## src/rtl/core/crlfd_pkg.sv

```systemverilog
// Package for the CR LF line deframer: character codes, line length limits,
// error codes and the result record shared by all of the deframer's modules.
// It depends on nothing else.
package crlfd_pkg;

  // Longest line, counting the CR LF terminator.
  localparam int MAX_LINE = 512;

  // Most content bytes a line may carry.
  localparam int LINE_LIMIT = MAX_LINE - 2;

  // The content count only has to reach LINE_LIMIT.
  localparam int CNT_W = $clog2(LINE_LIMIT + 1);

  localparam logic [7:0] CHAR_CR = 8'h0D;
  localparam logic [7:0] CHAR_LF = 8'h0A;

  typedef logic [CNT_W-1:0] line_cnt_t;

  typedef enum logic [1:0] {
    ERR_NONE        = 2'd0,
    ERR_BAD_NEWLINE = 2'd1,
    ERR_OVERLONG    = 2'd2
  } err_kind_t;

  typedef struct packed {
    logic [7:0] out_byte;
    logic       line_end;
    err_kind_t  error_kind;
  } result_t;

endpackage

```

## src/rtl/core/crlfd_line_fsm.sv

```systemverilog
// Line state and per-byte decision for the CR LF line deframer.
// Depends on crlfd_pkg.
module crlfd_line_fsm
  import crlfd_pkg::*;
(
  input  logic       clk,
  input  logic       rst,
  input  logic       advance,   // the held byte is consumed this cycle
  input  logic [7:0] in_byte,
  output logic       emit,      // the held byte yields a result
  output result_t    res
);

  line_cnt_t line_count;
  line_cnt_t line_count_next;
  logic      cr_pending;
  logic      cr_pending_next;
  err_kind_t sticky_fault;
  err_kind_t sticky_fault_next;

  always_comb begin
    line_count_next   = line_count;
    cr_pending_next   = cr_pending;
    sticky_fault_next = sticky_fault;
    emit              = 1'b0;
    res.out_byte      = 8'h00;
    res.line_end      = 1'b0;
    res.error_kind    = ERR_NONE;

    if (sticky_fault != ERR_NONE) begin
      // After a fault every byte is dropped.
    end else if (cr_pending) begin
      emit            = 1'b1;
      cr_pending_next = 1'b0;
      if (in_byte == CHAR_LF) begin
        res.line_end    = 1'b1;
        line_count_next = '0;
      end else begin
        res.error_kind    = ERR_BAD_NEWLINE;
        sticky_fault_next = ERR_BAD_NEWLINE;
      end
    end else if (in_byte == CHAR_CR) begin
      cr_pending_next = 1'b1;
    end else if (in_byte == CHAR_LF) begin
      // A lone LF is reported even when the line is already full.
      emit              = 1'b1;
      res.error_kind    = ERR_BAD_NEWLINE;
      sticky_fault_next = ERR_BAD_NEWLINE;
    end else if (line_count >= CNT_W'(LINE_LIMIT)) begin
      emit              = 1'b1;
      res.error_kind    = ERR_OVERLONG;
      sticky_fault_next = ERR_OVERLONG;
    end else begin
      emit            = 1'b1;
      res.out_byte    = in_byte;
      line_count_next = line_count + 1'b1;
    end
  end

  always_ff @(posedge clk) begin
    if (rst) begin
      line_count   <= '0;
      cr_pending   <= 1'b0;
      sticky_fault <= ERR_NONE;
    end else if (advance) begin
      line_count   <= line_count_next;
      cr_pending   <= cr_pending_next;
      sticky_fault <= sticky_fault_next;
    end
  end

endmodule

```

## src/rtl/core/crlfd_out_reg.sv

```systemverilog
// Result register of the CR LF line deframer, holding one result until the
// downstream side takes it. Depends on crlfd_pkg.
module crlfd_out_reg
  import crlfd_pkg::*;
(
  input  logic    clk,
  input  logic    rst,
  input  logic    load,
  input  result_t din,
  input  logic    take,      // downstream ready
  output logic    valid,
  output result_t dout,
  output logic    free       // a new result may be loaded this cycle
);

  assign free = !valid || take;

  always_ff @(posedge clk) begin
    if (rst) begin
      valid <= 1'b0;
    end else if (load) begin
      valid <= 1'b1;
    end else if (take) begin
      valid <= 1'b0;
    end
  end

  always_ff @(posedge clk) begin
    if (load) begin
      dout <= din;
    end
  end

endmodule

```

## src/rtl/core/crlf_line_deframer.sv

```systemverilog
// Top level of the CR LF line deframer: input register, line decision logic
// and result register. Depends on crlfd_pkg, crlfd_line_fsm and crlfd_out_reg.

// The deframer takes one received byte per transaction and splits the stream
// into lines terminated by CR LF. Every content byte comes out at once as a
// result of its own; a CR is held back and produces nothing, and the LF that
// follows it produces a single result with tlast high and zero data. A lone
// LF, or a CR followed by anything other than LF, gives one result with
// tuser set to the bad-newline code; a content byte arriving when the line
// already carries MAX_LINE-2 bytes gives one result with the overlong code.
// Either error is sticky: all later bytes are accepted and dropped until
// reset, so the consumer should discard the partial line it has collected
// when an error is reported. The block sustains one byte per clock while
// the receiver keeps ready high. A byte is held in the input register, is
// decided by single-level logic and is then registered in the result
// register, which presents it until it is taken. Input ready falls only
// while both the input and the result register are full and the result
// is not being taken.
module crlf_line_deframer
  import crlfd_pkg::*;
(
  input  logic       clk,
  input  logic       rst,
  input  logic       s_axis_tvalid,
  output logic       s_axis_tready,
  input  logic [7:0] s_axis_tdata,   // [7:0] in_byte
  output logic       m_axis_tvalid,
  input  logic       m_axis_tready,
  output logic [7:0] m_axis_tdata,   // [7:0] out_byte
  output logic       m_axis_tlast,   // line_end
  output logic [1:0] m_axis_tuser    // [1:0] error_kind
);

  logic       in_valid;
  logic [7:0] in_byte;
  logic       advance;
  logic       emit;
  logic       out_free;
  result_t    res;
  result_t    out_res;

  // The held byte moves on whenever the result register can take a result,
  // whether or not this byte produces one.
  assign advance       = in_valid && out_free;
  assign s_axis_tready = !in_valid || out_free;

  always_ff @(posedge clk) begin
    if (rst) begin
      in_valid <= 1'b0;
    end else if (s_axis_tvalid && s_axis_tready) begin
      in_valid <= 1'b1;
    end else if (advance) begin
      in_valid <= 1'b0;
    end
  end

  always_ff @(posedge clk) begin
    if (s_axis_tvalid && s_axis_tready) begin
      in_byte <= s_axis_tdata;
    end
  end

  crlfd_line_fsm u_fsm (
    .clk     (clk),
    .rst     (rst),
    .advance (advance),
    .in_byte (in_byte),
    .emit    (emit),
    .res     (res)
  );

  crlfd_out_reg u_out (
    .clk   (clk),
    .rst   (rst),
    .load  (advance && emit),
    .din   (res),
    .take  (m_axis_tready),
    .valid (m_axis_tvalid),
    .dout  (out_res),
    .free  (out_free)
  );

  assign m_axis_tdata = out_res.out_byte;
  assign m_axis_tlast = out_res.line_end;
  assign m_axis_tuser = out_res.error_kind;

`ifndef SYNTH
  // A line end never carries an error code.
  a_end_no_err: assert property (@(posedge clk) disable iff (rst)
    m_axis_tvalid |-> !(m_axis_tlast && (m_axis_tuser != ERR_NONE)))
    else $error("line end reported together with an error");

  // Line ends and errors carry zero data.
  a_zero_data: assert property (@(posedge clk) disable iff (rst)
    (m_axis_tvalid && (m_axis_tlast || (m_axis_tuser != ERR_NONE)))
      |-> (m_axis_tdata == 8'h00))
    else $error("nonzero data on a line end or error result");

  // Once an error has been delivered, nothing more comes out.
  a_silent_after_err: assert property (@(posedge clk) disable iff (rst)
    (m_axis_tvalid && m_axis_tready && (m_axis_tuser != ERR_NONE))
      |=> !m_axis_tvalid)
    else $error("result delivered after a sticky error");

  // An empty result register always lets a byte in.
  a_ready_when_empty: assert property (@(posedge clk) disable iff (rst)
    !m_axis_tvalid |-> s_axis_tready)
    else $error("input stalled while the result register is empty");
`endif

endmodule

```

## config.mk

```make
export PLATFORM = sky130hd
export DESIGN_NAME = crlf_line_deframer
export DESIGN_NICKNAME = d
export VERILOG_FILES = /design/src/rtl/core/crlfd_pkg.sv /design/src/rtl/core/crlfd_line_fsm.sv /design/src/rtl/core/crlfd_out_reg.sv /design/src/rtl/core/crlf_line_deframer.sv
export SDC_FILE = /design/constraint.sdc
export NUM_CORES = 1
export LEC_CHECK = 0
export ABC_CLOCK_PERIOD_IN_PS = 6700
export BUFFER_PORTS_ARGS = -buffer_cell sky130_fd_sc_hd__buf_4
export CELL_PAD_IN_SITES_DETAIL_PLACEMENT = 2
export CELL_PAD_IN_SITES_GLOBAL_PLACEMENT = 2
export CORE_UTILIZATION = 38
export CTS_CLUSTER_DIAMETER = 200
export CTS_CLUSTER_SIZE = 8
export DETAILED_ROUTE_END_ITERATION = 12
export HOLD_SLACK_MARGIN = 0.06
export PLACE_DENSITY_LB_ADDON = 0.1
export SLEW_MARGIN = 15
export SYNTH_ARGS = -nofsm -noshare
export SYNTH_HDL_FRONTEND = slang
export SYNTH_SLANG_ARGS = --single-unit
```

## constraint.sdc

```tcl
create_clock -name clk -period 6.7 [get_ports clk]
set_input_delay 0.67 -clock clk [delete_from_list [all_inputs] [get_ports clk]]
set_output_delay 0.67 -clock clk [all_outputs]
set_load 0.03 [all_outputs]
```

==> results by group <==
Outcome
  • Status: complete, no violations

STA
  • Setup Skew: 0.00764 ns
  • Hold Violations, Final: 0
  • Max-slew violation count: 0
  • # setup viols final: 0
  • RSZ-0062 raised after global routing: false
  • Fmax: roughly 350 MHz
  • Minimum clock period: 2.87 ns
  • Measured slew at the worst slew-check pin: roughly 0.76 ns
  • Slew headroom: ~50%
  • Final worst path period share: 42.8%
  • Setup slack after layout: 3.83 ns
  • TNS Setup: 0 ns
  • Worst hold slack: just over 0.5 ns

Worst setup path
  • R2R Setup Slk: 3.83 ns
  • Crit Path Category: reg2reg
  • Critical Path AT: 3.08 ns
  • WP data required: roughly 6.9 ns
  • Reg2Reg Depth: 6
  • CP Max Fanout: 12
  • Critical Path Start Type: flip-flop
  • CP endpoint kind: flip-flop
  • R2R Path Start: in_byte[5]
  • Reg2Reg Capture Point: u_fsm.line_count[5]

Final layout
  • Ant. Diodes: 0
  • Layout Nets: about 190
  • Commonest non-fill, non-tap cell in the layout: buf_4
  • Most frequent cells in the layout: buf_4 (24), edfxtp_1 (19), dfxtp_1 (14), nor2_1 (12), and2_1 (10)
  • Layout area overhead: 17.8%
  • Fill count: slightly above 400
  • Share of layout cells above drive strength 1: 21.9%

Synth
  • YS warnings: 0
  • Sequential fraction of the synthesis area: 54.7%
  • Synth top area cells: edfxtp_1 (37%), dfxtp_1 (18%), and2_1 (4.0%)
  • Mapped Cells: between 100 and 150
  • EDFF count, synth: 19
  • Async SR Flop Fraction: 0%
  • Most used flip-flop cell after synthesis: edfxtp_1
  • Post-synthesis average cell area: roughly 11 um^2
  • Top-area cell type share of the netlist area: 36.7%
  • Synth Register Bits: 33
  • Synthesized area: 0.00156 mm^2
  • Leading area contributor after synthesis: edfxtp_1
  • Syn nets: between 150 and 200
  • Netlist cell types: 44

Placement
  • Input/output buffers: 24
  • GPL Wtd Cong: 0.793
  • Hpwl dp: ~3300 um
  • Worst slack, placed: 3.82 ns

Pwr
  • Peak VDD IR: around 0.12 mV
  • Power per cell area: 230 mW/mm^2
  • Leak pwr: ~0.68 nW

GRT
  • Total track usage: 23.1%
  • First-pass GRT wire length: 7100 um
  • Pin count of the biggest net entering global routing: 21
  • Initial antenna violation count: 0
  • Vias in the first global route: 1318
  • Total grt overflow: 0

Clock network
  • CTS tree: built
  • H-tree depth: 2
  • Num CTS Buffers: 5
  • CTS root buffer: clkbuf_8
  • Post-CTS Setup Inserts: 0
  • Worst skew pair latency: 0.29 ns
  • CTS max path bufs: 2
  • Clock sink count: 33
  • Gates resized, CTS repair: 0
  • Reg clk slew, reported paths: about 0.060 ns
  • Post-CTS Hold Buffers: 0

Routing
  • Post-Route WL: 4390 um
  • Vias: 1212
  • Drt drc: 0
  • Wirelength per Cell: 20.2 um
  • DR iter-0 viols: slightly below 80
  • Vias per inst: roughly 5.6
  • Antenna-violating nets left: 0
  • Router iterations before antenna repair: 4

Floorplan
  • Row cnt: 22
  • Width of the die: between 60 and 70 um
  • Full die area: 0.00436 mm^2
  • Die Y: between 60 and 70 um
  • Initial core utilization: 41.0%
  • Core area: 0.00380 mm^2
  • Ports: 25

Hold path
  • Hold Crit Start: u_fsm.sticky_fault[1]
  • Hold Path Cell Cnt: 1
  • Hold Crit Class: reg2reg
  • Hold endpoint: u_fsm.sticky_fault[1]

Run
  • Max_cap viols: 0
-- final cells by class --
class	count	area (um^2)	area share [%]
clock buffers	7	76.3	4.16
clock inverters	1	5.00	0.273
inverters	5	18.8	1.02
multi-input cells	99	643	35.1
flip-flops and latches	33	851	46.4
well taps	48	60.1	3.27
repair buffers	24	180	9.82
-- state kept, by name, summed over array words and instances, names as in the netlist --
signal,flops
in_byte,8
in_valid,1
u_fsm.cr_pending,1
u_fsm.line_count,9
u_fsm.sticky_fault,2
u_out.dout,11
u_out.valid,1
-- metrics by stage --
step	cell area, um^2	cells	total power, mW	utilization [%]
after floorplan	1560	143	0.262	-
after global placement	1750	209	0.278	46.1
after detailed placement	1750	209	0.283	46.1
after CTS	1830	217	0.426	48.3
after global routing	1830	217	0.439	48.3
final	1830	217	0.422	48.3
-- how the worst max path moves through the flow --
stage / from / end / slack, ns / cells past startpoint
2_1_floorplan: in_byte[5] / u_fsm.line_count[3] / 4.45 / 7
4_1_cts: in_byte[5] / u_fsm.line_count[6] / 3.81 / 6
5_1_grt: in_byte[5] / u_fsm.line_count[6] / 3.63 / 6
3_5_place_dp: in_byte[5] / u_fsm.line_count[6] / 3.82 / 6
6_report: in_byte[5] / u_fsm.line_count[5] / 3.83 / 6
3_3_place_gp: in_byte[5] / u_fsm.line_count[6] / 4.11 / 6
-- report_power, final --
group          leakage [nW]  internal (mW)  switching (mW)  total [mW]
logic                 0.342         0.0179          0.0275      0.0453
registers             0.295          0.225         0.00792       0.233
clock network        0.0422         0.0728          0.0708       0.144
total                 0.679          0.315           0.106       0.422
-- Yosys cell counts (2+ instances only) --
cell       instances
a21oi_1            6
a31oi_1            4
and2_1            10
and3_1             3
buf_2              2
dfxtp_1           14
edfxtp_1          19
ha_1               5
inv_1              5
nand2_1            9
nand3_1            5
nand4_1            3
nor2_1            12
nor2_2             2
nor2b_1            3
nor3_1             4
o211ai_1           2
o21ai_0            4
o2bb2ai_1          2
o31ai_1            2
or3_1              2
or4_1              3
-- metal layers --
metal  vias to the layer above  part of all wire, %  GRT usage [%]
li1                        579                    -              -
met1                       600                   41           26.0
met2                        26                   54           41.7
met3                         7                  3.0           6.03
met4                         0                  1.9           7.71
met5                         -                    0              0
-- kinds of logic (layout without fill, tap and decap cells) --
group / after synthesis / after routing / synth area share, %
muxes: 1 / 1 / 0.964
buffers and inverters: 11 / 37 / 4.02
DFF: 33 / 33 / 54.7
and+or+nand+nor: 63 / 63 / 22.9
adders and majority gates: 5 / 5 / 4.02
xor gates and xnor gates: 1 / 1 / 0.563
AOI/OAI and AO/OA: 29 / 29 / 12.9
-- worst max-delay path: stages (launching register included) --
cell      delay [ns]
edfxtp_1        0.41
nor4_2          0.47
nand4_1         0.26
ha_1            0.34
nand4b_1        0.50
or4_1           0.67
a21oi_1         0.15
Power figures use the tool's default switching activity.
